**src/hdl/mjts_pkg.sv**
```systemverilog
`default_nettype none
// ----------------------------------------------------------------------------
// mjts_pkg: shared types and constants of the MiniJava token scanner
// Token codes, the token record that moves from the scanner to the output
// stage, and sizing constants.
// ----------------------------------------------------------------------------
package mjts_pkg;

   localparam int MAX_WORD    = 24;
   localparam int OFFSET_BITS = 24;
   localparam int WLEN_W      = $clog2(MAX_WORD + 2);
   localparam int IDX_W       = $clog2(MAX_WORD);
   localparam int QDEPTH      = 4;
   localparam int QPTR_W      = $clog2(QDEPTH);
   localparam int QCNT_W      = $clog2(QDEPTH + 1);

   localparam logic [5:0] TK_EOF = 6'd0,  TK_BAD = 6'd1,  TK_COLON = 6'd2,
      TK_SEMI = 6'd3, TK_DOT = 6'd4, TK_COMMA = 6'd5, TK_EQSIGN = 6'd6,
      TK_EQUALS = 6'd7, TK_LPAREN = 6'd8, TK_RPAREN = 6'd9, TK_LBRACKET = 6'd10,
      TK_RBRACKET = 6'd11, TK_LBRACE = 6'd12, TK_RBRACE = 6'd13, TK_AND = 6'd14,
      TK_OR = 6'd15, TK_LESSTHAN = 6'd16, TK_PLUS = 6'd17, TK_MINUS = 6'd18,
      TK_TIMES = 6'd19, TK_DIV = 6'd20, TK_CLASS = 6'd21, TK_PUBLIC = 6'd22,
      TK_STATIC = 6'd23, TK_VOID = 6'd24, TK_STRING = 6'd25, TK_EXTENDS = 6'd26,
      TK_INT = 6'd27, TK_BOOLEAN = 6'd28, TK_WHILE = 6'd29, TK_IF = 6'd30,
      TK_ELSE = 6'd31, TK_MAIN = 6'd32, TK_LENGTH = 6'd33, TK_RETURN = 6'd34,
      TK_TRUE = 6'd35, TK_FALSE = 6'd36, TK_THIS = 6'd37, TK_NEW = 6'd38,
      TK_PRINTLN = 6'd39, TK_SIDEF = 6'd40, TK_ID = 6'd41, TK_STRINGLIT = 6'd42,
      TK_INTLIT = 6'd43, TK_BANG = 6'd44;

   localparam logic [30:0] INT_MAXV = 31'h7FFF_FFFF;

   typedef struct packed {
      logic [5:0]  kind;
      logic [30:0] ival;
      logic        ovf;
      logic [15:0] row;
      logic [15:0] col;
      logic [23:0] off;
      logic [23:0] len;
      logic        last;
   } tok_type;

   typedef struct packed {
      logic [1:0] cnt;
      tok_type    t0;
      tok_type    t1;
   } q_push_type;

   // Fits an offset-wide value into the 24-bit text fields.
   function automatic logic [23:0] to_text24(input logic [OFFSET_BITS-1:0] v);
      logic [63:0] t;
      t = 64'(v);
      return t[23:0];
   endfunction

endpackage
`default_nettype wire

```
**src/hdl/mjts_front.sv**
```systemverilog
`default_nettype none
// ----------------------------------------------------------------------------
// mjts_front: character scanner
// Takes one byte per accepted word, tracks position and scan mode, and hands
// up to two finished tokens per word to the token queue.
// ----------------------------------------------------------------------------
module mjts_front (
   input  wire logic                 clock,
   input  wire logic                 reset,
   input  wire logic                 in_valid,
   output logic                      in_ready,
   input  wire logic [7:0]           in_byte,
   input  wire logic                 in_end,
   input  wire logic                 q_space,
   output mjts_pkg::q_push_type      push
);

   localparam logic [3:0] MODE_IDLE = 4'd0, MODE_WORD = 4'd1, MODE_DOT1 = 4'd2,
      MODE_DOT2 = 4'd3, MODE_NUM = 4'd4, MODE_STR = 4'd5, MODE_AMP = 4'd6,
      MODE_BAR = 4'd7, MODE_EQ = 4'd8, MODE_SLASH = 4'd9, MODE_LINE = 4'd10,
      MODE_BLOCK = 4'd11, MODE_BSTAR = 4'd12;

   localparam int OB = mjts_pkg::OFFSET_BITS;
   localparam int WW = mjts_pkg::WLEN_W;

   logic [3:0]    mode_ff, mode_in;
   logic [7:0]    buf_ff [mjts_pkg::MAX_WORD];
   logic [WW-1:0] wlen_ff, wlen_in;
   logic [30:0]   acc_ff, acc_in;
   logic          sat_ff, sat_in;
   logic [15:0]   srow_ff, srow_in, scol_ff, scol_in, crow_ff, crow_in, ccol_ff, ccol_in;
   logic [OB-1:0] soff_ff, soff_in, coff_ff, coff_in;

   logic          accept, used, app, start_word, a_v, b_v;
   logic          is_al, is_dg, is_sp;
   logic [WW-1:0] app_base;
   logic          app_wr;
   logic [34:0]   acc_next;
   mjts_pkg::tok_type tok_a, tok_b, tok_fw;
   logic          kw_hit;
   logic [5:0]    kw_code;

   function automatic logic word_is(input logic [WW-1:0] wl,
                                    input logic [8*18-1:0] s, input int n);
      logic hit;
      int   j;
      hit = (wl == WW'(n));
      for (int i = 0; i < 18; i++) begin
         j = (i < n) ? (n - 1 - i) : 0;
         if (i < n && buf_ff[i] != s[8*j +: 8]) hit = 1'b0;
      end
      return hit;
   endfunction

   function automatic logic [5:0] sym_code(input logic [7:0] c);
      logic [5:0] k;
      case (c)
         8'h3A: k = mjts_pkg::TK_COLON;
         8'h3B: k = mjts_pkg::TK_SEMI;
         8'h2E: k = mjts_pkg::TK_DOT;
         8'h2C: k = mjts_pkg::TK_COMMA;
         8'h28: k = mjts_pkg::TK_LPAREN;
         8'h29: k = mjts_pkg::TK_RPAREN;
         8'h5B: k = mjts_pkg::TK_LBRACKET;
         8'h5D: k = mjts_pkg::TK_RBRACKET;
         8'h7B: k = mjts_pkg::TK_LBRACE;
         8'h7D: k = mjts_pkg::TK_RBRACE;
         8'h3C: k = mjts_pkg::TK_LESSTHAN;
         8'h2B: k = mjts_pkg::TK_PLUS;
         8'h2D: k = mjts_pkg::TK_MINUS;
         8'h2A: k = mjts_pkg::TK_TIMES;
         8'h21: k = mjts_pkg::TK_BANG;
         default: k = mjts_pkg::TK_BAD;
      endcase
      return k;
   endfunction

   assign in_ready = q_space;
   assign accept   = in_valid && in_ready;

   assign is_al = (in_byte >= "a" && in_byte <= "z") || (in_byte >= "A" && in_byte <= "Z");
   assign is_dg = in_byte >= "0" && in_byte <= "9";
   assign is_sp = in_byte == " " || (in_byte >= 8'd9 && in_byte <= 8'd13);

   // Keyword compare runs on all table entries at once.
   always_comb begin
      kw_hit  = 1'b1;
      kw_code = mjts_pkg::TK_ID;
      if      (word_is(wlen_ff, "eof", 3))     kw_code = mjts_pkg::TK_EOF;
      else if (word_is(wlen_ff, "bad", 3))     kw_code = mjts_pkg::TK_BAD;
      else if (word_is(wlen_ff, "class", 5))   kw_code = mjts_pkg::TK_CLASS;
      else if (word_is(wlen_ff, "public", 6))  kw_code = mjts_pkg::TK_PUBLIC;
      else if (word_is(wlen_ff, "static", 6))  kw_code = mjts_pkg::TK_STATIC;
      else if (word_is(wlen_ff, "void", 4))    kw_code = mjts_pkg::TK_VOID;
      else if (word_is(wlen_ff, "String", 6))  kw_code = mjts_pkg::TK_STRING;
      else if (word_is(wlen_ff, "extends", 7)) kw_code = mjts_pkg::TK_EXTENDS;
      else if (word_is(wlen_ff, "int", 3))     kw_code = mjts_pkg::TK_INT;
      else if (word_is(wlen_ff, "boolean", 7)) kw_code = mjts_pkg::TK_BOOLEAN;
      else if (word_is(wlen_ff, "while", 5))   kw_code = mjts_pkg::TK_WHILE;
      else if (word_is(wlen_ff, "if", 2))      kw_code = mjts_pkg::TK_IF;
      else if (word_is(wlen_ff, "else", 4))    kw_code = mjts_pkg::TK_ELSE;
      else if (word_is(wlen_ff, "main", 4))    kw_code = mjts_pkg::TK_MAIN;
      else if (word_is(wlen_ff, "length", 6))  kw_code = mjts_pkg::TK_LENGTH;
      else if (word_is(wlen_ff, "return", 6))  kw_code = mjts_pkg::TK_RETURN;
      else if (word_is(wlen_ff, "true", 4))    kw_code = mjts_pkg::TK_TRUE;
      else if (word_is(wlen_ff, "false", 5))   kw_code = mjts_pkg::TK_FALSE;
      else if (word_is(wlen_ff, "this", 4))    kw_code = mjts_pkg::TK_THIS;
      else if (word_is(wlen_ff, "new", 3))     kw_code = mjts_pkg::TK_NEW;
      else if (word_is(wlen_ff, "sidef", 5))   kw_code = mjts_pkg::TK_SIDEF;
      else kw_hit = 1'b0;
   end

   // Token for a word that ends here.
   always_comb begin
      tok_fw     = '0;
      tok_fw.row = srow_ff;
      tok_fw.col = scol_ff;
      if (mode_ff == MODE_WORD && kw_hit) begin
         tok_fw.kind = kw_code;
      end else if (mode_ff == MODE_DOT2 && word_is(wlen_ff, "System.out.println", 18)) begin
         tok_fw.kind = mjts_pkg::TK_PRINTLN;
      end else begin
         tok_fw.kind = mjts_pkg::TK_ID;
         tok_fw.off  = mjts_pkg::to_text24(soff_ff);
         tok_fw.len  = mjts_pkg::to_text24(coff_ff - soff_ff);
      end
   end

   assign acc_next = (35'(acc_ff) << 3) + (35'(acc_ff) << 1) + 35'(in_byte - "0");

   always_comb begin
      mode_in = mode_ff;  wlen_in = wlen_ff;  acc_in = acc_ff;  sat_in = sat_ff;
      srow_in = srow_ff;  scol_in = scol_ff;  soff_in = soff_ff;
      crow_in = crow_ff;  ccol_in = ccol_ff;  coff_in = coff_ff;
      used = 1'b0;  app = 1'b0;  start_word = 1'b0;
      a_v = 1'b0;  b_v = 1'b0;
      tok_a = '0;  tok_a.row = srow_ff;  tok_a.col = scol_ff;
      tok_b = '0;

      unique case (mode_ff)
         MODE_WORD: begin
            if (!in_end && (is_al || is_dg || in_byte == "_")) begin
               app = 1'b1;  used = 1'b1;
            end else if (!in_end && in_byte == "." && word_is(wlen_ff, "System", 6)) begin
               app = 1'b1;  used = 1'b1;  mode_in = MODE_DOT1;
            end else begin
               a_v = 1'b1;  tok_a = tok_fw;  mode_in = MODE_IDLE;
            end
         end
         MODE_DOT1: begin
            if (!in_end && is_al) begin
               app = 1'b1;  used = 1'b1;
            end else if (!in_end && in_byte == "." && word_is(wlen_ff, "System.out", 10)) begin
               app = 1'b1;  used = 1'b1;  mode_in = MODE_DOT2;
            end else begin
               a_v = 1'b1;  tok_a = tok_fw;  mode_in = MODE_IDLE;
            end
         end
         MODE_DOT2: begin
            if (!in_end && (is_al || is_dg)) begin
               app = 1'b1;  used = 1'b1;
            end else begin
               a_v = 1'b1;  tok_a = tok_fw;  mode_in = MODE_IDLE;
            end
         end
         MODE_NUM: begin
            if (!in_end && is_dg) begin
               used = 1'b1;
               if (acc_next > 35'(mjts_pkg::INT_MAXV)) begin
                  acc_in = mjts_pkg::INT_MAXV;  sat_in = 1'b1;
               end else begin
                  acc_in = acc_next[30:0];
               end
            end else begin
               a_v = 1'b1;  tok_a.kind = mjts_pkg::TK_INTLIT;
               tok_a.ival = acc_ff;  tok_a.ovf = sat_ff;  mode_in = MODE_IDLE;
            end
         end
         MODE_STR: begin
            if (in_end) begin
               a_v = 1'b1;  tok_a.kind = mjts_pkg::TK_BAD;  mode_in = MODE_IDLE;
            end else begin
               used = 1'b1;
               if (in_byte == 8'h22) begin
                  a_v = 1'b1;  tok_a.kind = mjts_pkg::TK_STRINGLIT;
                  tok_a.off = mjts_pkg::to_text24(soff_ff + 1'b1);
                  tok_a.len = mjts_pkg::to_text24(coff_ff - soff_ff - 1'b1);
                  mode_in = MODE_IDLE;
               end
            end
         end
         MODE_AMP, MODE_BAR: begin
            if (!in_end && in_byte == ((mode_ff == MODE_AMP) ? "&" : "|")) begin
               a_v = 1'b1;  used = 1'b1;
               tok_a.kind = (mode_ff == MODE_AMP) ? mjts_pkg::TK_AND : mjts_pkg::TK_OR;
            end
            mode_in = MODE_IDLE;
         end
         MODE_EQ: begin
            a_v = 1'b1;
            if (!in_end && in_byte == "=") begin
               tok_a.kind = mjts_pkg::TK_EQUALS;  used = 1'b1;
            end else begin
               tok_a.kind = mjts_pkg::TK_EQSIGN;
            end
            mode_in = MODE_IDLE;
         end
         MODE_SLASH: begin
            if (!in_end && in_byte == "/") begin
               mode_in = MODE_LINE;  used = 1'b1;
            end else if (!in_end && in_byte == "*") begin
               mode_in = MODE_BLOCK;  used = 1'b1;
            end else begin
               a_v = 1'b1;  tok_a.kind = mjts_pkg::TK_DIV;  mode_in = MODE_IDLE;
            end
         end
         MODE_LINE: begin
            if (in_end || in_byte == 8'h0A) mode_in = MODE_IDLE;
            used = !in_end;
         end
         MODE_BLOCK: begin
            if (in_end) begin
               mode_in = MODE_IDLE;
            end else begin
               if (in_byte == "*") mode_in = MODE_BSTAR;
               used = 1'b1;
            end
         end
         MODE_BSTAR: begin
            if (in_end || in_byte == "/") mode_in = MODE_IDLE;
            else if (in_byte != "*") mode_in = MODE_BLOCK;
            used = !in_end;
         end
         default: mode_in = MODE_IDLE;
      endcase

      if (in_end) begin
         b_v = 1'b1;  tok_b.kind = mjts_pkg::TK_EOF;
         tok_b.row = crow_ff;  tok_b.col = ccol_ff;
         mode_in = MODE_IDLE;
         crow_in = 16'd1;  ccol_in = 16'd1;  coff_in = '0;
      end else begin
         if (!used) begin
            srow_in = crow_ff;  scol_in = ccol_ff;  soff_in = coff_ff;
            if (is_al) begin
               start_word = 1'b1;  app = 1'b1;  mode_in = MODE_WORD;
            end else if (is_dg) begin
               acc_in = 31'(in_byte - "0");  sat_in = 1'b0;  mode_in = MODE_NUM;
            end else if (in_byte == 8'h22) mode_in = MODE_STR;
            else if (in_byte == "&") mode_in = MODE_AMP;
            else if (in_byte == "|") mode_in = MODE_BAR;
            else if (in_byte == "=") mode_in = MODE_EQ;
            else if (in_byte == "/") mode_in = MODE_SLASH;
            else if (!is_sp) begin
               b_v = 1'b1;  tok_b.kind = sym_code(in_byte);
               tok_b.row = crow_ff;  tok_b.col = ccol_ff;
            end
         end
         coff_in = coff_ff + 1'b1;
         if (in_byte == 8'h0A) begin
            if (crow_ff != 16'hFFFF) crow_in = crow_ff + 16'd1;
            ccol_in = 16'd1;
         end else if (ccol_ff != 16'hFFFF) begin
            ccol_in = ccol_ff + 16'd1;
         end
      end

      // Words longer than the buffer keep a length of one past its depth.
      app_base = start_word ? '0 : wlen_ff;
      app_wr   = app && (app_base < WW'(mjts_pkg::MAX_WORD));
      if (app) wlen_in = app_wr ? app_base + 1'b1 : WW'(mjts_pkg::MAX_WORD + 1);
   end

   always_comb begin
      push = '0;
      if (accept) begin
         push.cnt = {1'b0, a_v} + {1'b0, b_v};
         if (a_v) begin
            push.t0 = tok_a;  push.t0.last = !b_v;
            push.t1 = tok_b;  push.t1.last = 1'b1;
         end else begin
            push.t0 = tok_b;  push.t0.last = 1'b1;
         end
      end
   end

   always_ff @(posedge clock) begin
      if (reset) begin
         mode_ff <= MODE_IDLE;  wlen_ff <= '0;  acc_ff <= '0;  sat_ff <= 1'b0;
         srow_ff <= 16'd1;  scol_ff <= 16'd1;  soff_ff <= '0;
         crow_ff <= 16'd1;  ccol_ff <= 16'd1;  coff_ff <= '0;
      end else if (accept) begin
         mode_ff <= mode_in;  wlen_ff <= wlen_in;  acc_ff <= acc_in;  sat_ff <= sat_in;
         srow_ff <= srow_in;  scol_ff <= scol_in;  soff_ff <= soff_in;
         crow_ff <= crow_in;  ccol_ff <= ccol_in;  coff_ff <= coff_in;
      end
   end

   always_ff @(posedge clock) begin
      if (accept && app_wr) buf_ff[app_base[mjts_pkg::IDX_W-1:0]] <= in_byte;
   end

endmodule
`default_nettype wire

```
**src/hdl/mjts_queue.sv**
```systemverilog
`default_nettype none
// ----------------------------------------------------------------------------
// mjts_queue: token queue
// Takes up to two tokens per cycle from the scanner, which pushes only while two
// entries are free, and releases one per cycle while the output stage takes it.
// ----------------------------------------------------------------------------
module mjts_queue (
   input  wire logic                 clock,
   input  wire logic                 reset,
   input  mjts_pkg::q_push_type      push,
   output logic                      space,
   output logic                      q_valid,
   output mjts_pkg::tok_type         q_data,
   input  wire logic                 q_pop
);

   localparam int PW = mjts_pkg::QPTR_W;
   localparam int CW = mjts_pkg::QCNT_W;

   mjts_pkg::tok_type mem_ff [mjts_pkg::QDEPTH];
   logic [PW-1:0] wr_ff, rd_ff;
   logic [CW-1:0] cnt_ff;

   assign space   = cnt_ff <= CW'(mjts_pkg::QDEPTH - 2);
   assign q_valid = cnt_ff != '0;
   assign q_data  = mem_ff[rd_ff];

   always_ff @(posedge clock) begin
      if (reset) begin
         wr_ff  <= '0;
         rd_ff  <= '0;
         cnt_ff <= '0;
      end else begin
         wr_ff  <= wr_ff + PW'(push.cnt);
         rd_ff  <= rd_ff + PW'(q_pop);
         cnt_ff <= cnt_ff + CW'(push.cnt) - CW'(q_pop);
      end
   end

   always_ff @(posedge clock) begin
      if (push.cnt != 2'd0) mem_ff[wr_ff] <= push.t0;
      if (push.cnt == 2'd2) mem_ff[wr_ff + 1'b1] <= push.t1;
   end

   a_cnt_bound: assert property (@(posedge clock) disable iff (reset)
      cnt_ff <= CW'(mjts_pkg::QDEPTH)) else $error("token queue overfilled");
   a_no_pop_empty: assert property (@(posedge clock) disable iff (reset)
      q_pop |-> cnt_ff != '0) else $error("pop from empty token queue");
   a_no_push_full: assert property (@(posedge clock) disable iff (reset)
      push.cnt != 2'd0 |-> space) else $error("push without room");
   a_idle_hold: assert property (@(posedge clock) disable iff (reset)
      (push.cnt == 2'd0 && !q_pop) |=> cnt_ff == $past(cnt_ff))
      else $error("queue count moved without traffic");

endmodule
`default_nettype wire

```
**src/hdl/mjts_back.sv**
```systemverilog
`default_nettype none
// ----------------------------------------------------------------------------
// mjts_back: output stage
// Holds one token on the result channel and refills from the queue as the
// consumer takes words.
// ----------------------------------------------------------------------------
module mjts_back (
   input  wire logic            clock,
   input  wire logic            reset,
   input  wire logic            q_valid,
   input  mjts_pkg::tok_type    q_data,
   output logic                 q_pop,
   output logic                 out_valid,
   input  wire logic            out_ready,
   output mjts_pkg::tok_type    out_tok
);

   logic              valid_ff;
   mjts_pkg::tok_type tok_ff;

   assign q_pop     = q_valid && (!valid_ff || out_ready);
   assign out_valid = valid_ff;
   assign out_tok   = tok_ff;

   always_ff @(posedge clock) begin
      if (reset) valid_ff <= 1'b0;
      else if (q_pop) valid_ff <= 1'b1;
      else if (out_ready) valid_ff <= 1'b0;
   end

   always_ff @(posedge clock) begin
      if (q_pop) tok_ff <= q_data;
   end

endmodule
`default_nettype wire

```
**src/hdl/minijava_token_scanner.sv**
```systemverilog
`default_nettype none
// ----------------------------------------------------------------------------
// minijava_token_scanner: streaming MiniJava lexer
// One source byte per input word, tokens out as they are resolved.
// ----------------------------------------------------------------------------
// Each input word carries one source byte, or an end-of-file flag in tuser.
// The scanner takes one word per cycle and emits zero, one or two tokens for
// it: the pending token that this byte closes, then a one-character token or
// EOF; tlast marks the final token caused by a word. The result channel moves
// one token per cycle while the consumer is ready; a four-entry token queue
// between the scanner and the output register absorbs words that yield two
// tokens, and the input stalls only while fewer than two queue entries are
// free. An accepted byte's first token is written into the queue, then into
// the output register, before it shows on the result port. Keywords are
// matched against the first 24 bytes of a word, all in parallel. Integer
// literals saturate at 2147483647 with the overflow flag set; identifiers and
// strings are given as a byte offset and a length rather than text.
module minijava_token_scanner (
   input  wire logic          clock,
   input  wire logic          reset,
   input  wire logic          req_tvalid,
   output logic               req_tready,
   input  wire logic [7:0]    req_tdata,   // [7:0] char_byte
   input  wire logic [0:0]    req_tuser,   // [0] end_marker
   output logic               rsp_tvalid,
   input  wire logic          rsp_tready,
   output logic [111:0]       rsp_tdata,   // [30:0] int_value, [31] int_overflow,
                                           // [47:32] token_row, [63:48] token_column,
                                           // [87:64] text_offset, [111:88] text_length
   output logic [5:0]         rsp_tuser,   // [5:0] token_kind
   output logic               rsp_tlast    // last_of_run
);

   mjts_pkg::q_push_type push;
   mjts_pkg::tok_type    q_data, out_tok;
   logic                 space, q_valid, q_pop;

   mjts_front u_front (
      .clock    (clock),
      .reset    (reset),
      .in_valid (req_tvalid),
      .in_ready (req_tready),
      .in_byte  (req_tdata),
      .in_end   (req_tuser[0]),
      .q_space  (space),
      .push     (push)
   );

   mjts_queue u_queue (
      .clock   (clock),
      .reset   (reset),
      .push    (push),
      .space   (space),
      .q_valid (q_valid),
      .q_data  (q_data),
      .q_pop   (q_pop)
   );

   mjts_back u_back (
      .clock     (clock),
      .reset     (reset),
      .q_valid   (q_valid),
      .q_data    (q_data),
      .q_pop     (q_pop),
      .out_valid (rsp_tvalid),
      .out_ready (rsp_tready),
      .out_tok   (out_tok)
   );

   assign rsp_tdata = {out_tok.len, out_tok.off, out_tok.col, out_tok.row,
                       out_tok.ovf, out_tok.ival};
   assign rsp_tuser = out_tok.kind;
   assign rsp_tlast = out_tok.last;

endmodule
`default_nettype wire
```
**config.mk**
```make
export PLATFORM = sky130hd
export DESIGN_NAME = minijava_token_scanner
export DESIGN_NICKNAME = d
export VERILOG_FILES = /design/src/hdl/mjts_pkg.sv /design/src/hdl/mjts_front.sv /design/src/hdl/mjts_queue.sv /design/src/hdl/mjts_back.sv /design/src/hdl/minijava_token_scanner.sv
export SDC_FILE = /design/constraint.sdc
export NUM_CORES = 2
export LEC_CHECK = 0
export ABC_AREA = 1
export CORE_UTILIZATION = 45
export DETAILED_ROUTE_END_ITERATION = 10
export DONT_BUFFER_PORTS = 1
export GPL_ROUTABILITY_DRIVEN = 0
export PLACE_DENSITY = 0.66
export SLEW_MARGIN = 10
export SYNTH_ARGS = -nofsm -noshare
export SYNTH_HDL_FRONTEND = slang
export SYNTH_SLANG_ARGS = --single-unit
```
**constraint.sdc**
```tcl
create_clock -name clock -period 12.15 [get_ports clock]
set_clock_uncertainty 0.2 [all_clocks]
set_input_delay 2.43 -clock clock [delete_from_list [all_inputs] [get_ports clock]]
set_output_delay 2.43 -clock clock [all_outputs]
set_load 0.03 [all_outputs]
```
Yosys cells after proc, flatten, opt, wreduce, memory -nomap -nowiden:

Memory sizes are Yosys's and may differ from the RTL's. A register that Yosys moved wholly into a read port is not among the register bits.
Index checks and enable logic that the tools add are counted.
Widths: inputs -> output; s select.

* memories: 2
* memory bits (writable): 668
* logic and storage cells: 745
* register bits after elaboration: 161

Memory list
* u_queue.mem_ff: words 4, bits a word 119, read ports 1, clocked after memory_dff 1, wr ports 2, RTL line mjts_queue.sv:20 `mjts_pkg::tok_type mem_ff [mjts_pkg::QDEPTH];`
* u_front.buf_ff: words 24, bits a word 8, read ports 18, clocked after memory_dff 0, wr ports 1, RTL line mjts_front.sv:27 `logic [7:0] buf_ff [mjts_pkg::MAX_WORD];`

* add/sub/neg operators: 17
* equal/unequal tests: 126
* $lt $le $gt $ge: 11
* reduce and logical (&&, ||, !) cells: 44
* bitwise gates (word level): 2
* multiplexer cells: 529

Operator list (count)
* $mux 119: 7
* $ne 8x7->1 const B: 76
* $mux 1: 421
* $mux 32: 10
* $mux 240: 1
* $mux 31: 7
* $mux 6: 35
* $mux 48: 4
* $pmux 48 s4: 1
* $eq 8x6->1 const B: 16
* $pmux 32 s4: 1
* $mux 16: 6
* $pmux 32 s3: 1
* $pmux 6 s15: 1
* $mux 4: 21
* $add 24x1->24 const B: 2
* $eq 8x7->1 const B: 6
* $pmux 6 s8: 1
* $mux 38: 1
* $pmux 4 s9: 1
* $add 34x32->35: 1
* $add 35x35->35: 1
* $gt 35x31->1 const B: 1
* $add 16x1->16 const B: 2
* 47 further kinds: 105

Depth between registers and ports, before layout:

An unclocked memory read counts as a cell.

* depth after elaboration: 250
* depth in mapped cells: 30
* mapped depth without buffers: 27

Hierarchy:

From an unflattened synthesis, not the netlist that was laid out.

* cells, all modules: 5934
* area, all modules: 50611.0 µm²

Modules (own cells, without submodules)
* mjts_queue: area an instance 24444.7 µm², instances 1, cells an instance 2632
* mjts_front: area an instance 22545.4 µm², instances 1, cells an instance 3177
* mjts_back: area an instance 3621.0 µm², instances 1, cells an instance 125

Worst setup path after synthesis:

Ideal clock, no wire load.

* kind: input-to-reg
* start point: input rsp_tready
* end point: register u_queue.cnt_ff[2]
* cell stages on the path: 10
* setup slack: 1.679 ns
* arrival: 10.143 ns
* buffers on the path: 0
* library setup time: 0.128 ns
* cells stage by stage: nor2_1 a21oi_1 ha_1 inv_1 ha_1 inv_1 fa_1 xor2_1 inv_1 nor2_1

* longest elaborated chain between the ends: 3

RTL lines
* start: declaration: RTL line minijava_token_scanner.sv:26 `input wire logic rsp_tready,`
* $logic_or 1x1->1: RTL line mjts_back.sv:21 `assign q_pop = q_valid && (!valid_ff || out_ready);`
* $logic_and 1x1->1: RTL line mjts_back.sv:21
* net q_pop: RTL line minijava_token_scanner.sv:36 `logic space, q_valid, q_pop;`
* $sub 3x1->3: RTL line mjts_queue.sv:36 `cnt_ff <= cnt_ff + CW'(push.cnt) - CW'(q_pop);`
* end signal: assignment: RTL line mjts_queue.sv:36
* end: declaration: RTL line mjts_queue.sv:22 `logic [CW-1:0] cnt_ff;`

The timed path passes the listed nets, and every way through them passes these cells.
A chain may end at the register's enable or synchronous reset.

==> flow_summary.toml <==
[synth]
synthFlopType = "dfxtp_1"
yosysSeqAreaShare_pct = 48.1
syn_area_um2 = 46200
synthArstFlopShare_pct = 0
ys_warn_count = 0
syn_nets = 6128
synth_cell_types = 61
synth_seq_cells = 900
avgSynthCellArea_um2 = 7.69
synth_cells = 6003
synth_edf_count = 419

[cells_and_area]
mostFrequentLayoutCells = "1707 x nand2_1, 709 x nor2_1, 570 x o21ai_0"
multiInputGateArea_um2 = 21100
area_growth_pct = 8.99
n_antenna_cell = 0
nFillCells = 9769
final_common_cell = "nand2_1"
post_route_cells_drive_above_1_share_pct = 5.11
regArea_um2 = 22200
nets = 5992

[route]
drt-total-wl_um = 136000
wl_met2_um = 62800
viasPerCell = 5.61
drc = 2
drt-initial-drc-count = 4246
drtAntennaViolNets = 0
highest_layer = "met4"
via_count = 41062
post_drt_wl_per_cell_um = 18.6
dr.pass1.iters = 9
routed-wl-met3_um = 10800
wl_met1_um = 58900

[placement]
io_buffers = 0
hpwl_um = 87900

[floorplanning]
die_area_um2 = 104000
die_w_um = 322
start_util_pct = 45.4
ios = 134
coreArea_um2 = 102000
die_y_um = 322
rows = 117

[worst_setup_path]
path_class = "in2reg"
end_kind = "flop"
critPathMaxFanout = 81
critPathRequiredTime_ns = 12.19
cp.arrival_ns = 8.26
startpoint_type = "primary input"
reg2reg_slack_ns = 5.39

[timing]
fin_hold_ws_ns = 0.248
slew_violations = 0
hold_violations = 0
worstMarginPinSlew_ns = 1.24
fin_crit_sh_pct = 67.7
setup_tns_ns = 0
max_freq_ghz = 0.122
final.min_clock_period_ns = 8.22
max_slew_margin_pct = 17.5
rsz0062_at_grt = "false"
setup_viol = 0

[clock_tree]
cts_root_buffer = "clkbuf_16"
holdBufCountCts = 0
ctsResizeCount = 0
htreeDepth = 3
cts_tree = "done"
cts_setup_buffers = 0
numCtsBuffers = 98
clk_path_buf_depth = 3
clk_latency_ns = 0.71
path_clk_slew_ns = 0.06
cts_sinks = 900

[power]
power_switching_mw = 3.58
pwr-share-comb_pct = 23.9
leakage_nw = 20.6
power_density_nw_per_um2 = 189
vdd_ir_drop_max_mv = 0.166
totalPowerFinal_mw = 9.49
seqPwrFrac_pct = 45.0
power_frac_clock_pct = 31.1
internal_power_mw = 5.91
p_sw_share_pct = 37.7

[global_routing]
grt_first_pass_wirelength_um = 214000
antenna_found_initial = 5
grt_pass1_vias = 38289
grt_max_degree = 240
grt.overflow.total = 0
track_usage_pct = 25.9

[status]
violations = "DRC"
status = "complete, but fails checks"

[flow_run]
drv_cap = 0

[worst_hold_path]
hp-class = "reg2reg"
synth_stat cells (all sizes together), types with 3 or more instances:
library cell	number	area, µm²
nor4	42	269
o211ai	13	97.6
buf	68	395
xnor2	23	201
dfxtp	481	9630
a31o	3	26.3
or2	5	31.3
o21a	4	30.0
a21oi	193	973
nor3	106	552
a31oi	7	43.8
nand3b	7	52.6
clkbuf	204	766
nand4	97	622
inv	464	1740
o21bai	9	67.6
o22ai	141	895
nor2	747	2990
ha	80	1000
xor2	34	298
nand2	1741	6680
a21o	3	22.5
o21ai	604	3030
o211a	3	30.0
fa	32	641
nand3	434	2200
o31ai	3	22.5
a221oi	4	35.0
nor3b	4	30.0
edfxtp	419	12600
a211oi	9	67.6
nor4b	5	43.8
clkinv	5	18.8
worst max-delay path, stage by stage:
cell	delay (ns)
nor2_2	0.24
inv_2	0.10
nor2_1	0.12
nand2_2	0.10
nor2_2	0.17
nand2_1	0.35
inv_2	0.69
nor3_4	0.16
nand2_4	0.17
inv_4	0.06
nand2_2	0.07
nand2_4	0.46
ha_1	0.57
inv_1	0.07
nor2_1	0.07
nor2_1	0.39
nor3_2	0.12
nor2_4	0.11
buf_4	0.76
inv_2	0.74
area by class of cell:
cell class	count	share of cell area [%]
multi-input combinational	4362	42.0
sequential	900	44.2
clock inverter	49	1.04
timing repair buffer	36	0.562
inverter	469	3.52
tap	1368	3.40
clock buffer	134	5.30
power groups by stage:
stage / Clock, mW / Sequential, mW / Combinational (mW)
after detailed placement: 0 / 4.34 / 2.23
after CTS: 3.00 / 4.28 / 2.24
after floorplan: 0 / 4.30 / 1.55
final: 2.95 / 4.27 / 2.27
after global placement: 0 / 4.34 / 2.20
after global routing: 3.12 / 4.32 / 2.50
path summary, 6_finish.rpt:
check / startpoint / endpoint / cells after the start
max reg2reg: u_front.buf_ff[4][7] / u_queue.mem_ff[3][76] / 22
max: req_tdata[7] / u_queue.mem_ff[3][76] / 20
min: u_queue.mem_ff[2][24] / u_queue.mem_ff[2][24] / 2
min reg2reg: u_queue.mem_ff[2][24] / u_queue.mem_ff[2][24] / 2
through the flow:
step           setup WS [ns]  util (%)  instances  cell area, µm²
2_1_floorplan           1.68         -       6003           46200
3_3_place_gp            3.54      46.3       7135           47100
3_5_place_dp            3.39      46.3       7135           47100
4_1_cts                 4.12      49.4       7318           50300
5_1_grt                 3.54      49.4       7318           50300
6_report                3.93      49.4       7318           50300
per-layer routing:
metal | GRT usage [%] | up-vias
li1 | - | 19777
met4 | 8.43 | 0
met1 | 35.1 | 19290
met2 | 42.4 | 1725
met5 | 0 | -
met3 | 3.96 | 270
kinds of logic after synthesis:
logic type	Yosys count	synth area share, %
AND/OR/NAND/NOR	3189	29.2
AO/OA/AOI/OAI	1004	11.7
buffers and inverters	741	6.33
flip-flops	900	48.1
XOR/XNOR	57	1.08
adder cells (fa/ha/maj)	112	3.56
state kept, by name, indices dropped and copies added, names as in the netlist, 3 cells and up:
name / flops
u_back.out_tok: 119
u_front.acc_ff: 31
u_front.buf_ff: 144
u_front.ccol_ff: 16
u_front.coff_ff: 24
u_front.crow_ff: 16
u_front.mode_ff: 4
u_front.scol_ff: 16
u_front.soff_ff: 24
u_front.srow_ff: 16
u_front.wlen_ff: 5
u_queue.cnt_ff: 3
u_queue.mem_ff: 476
Note: power is estimated with default switching activity, not from simulation.
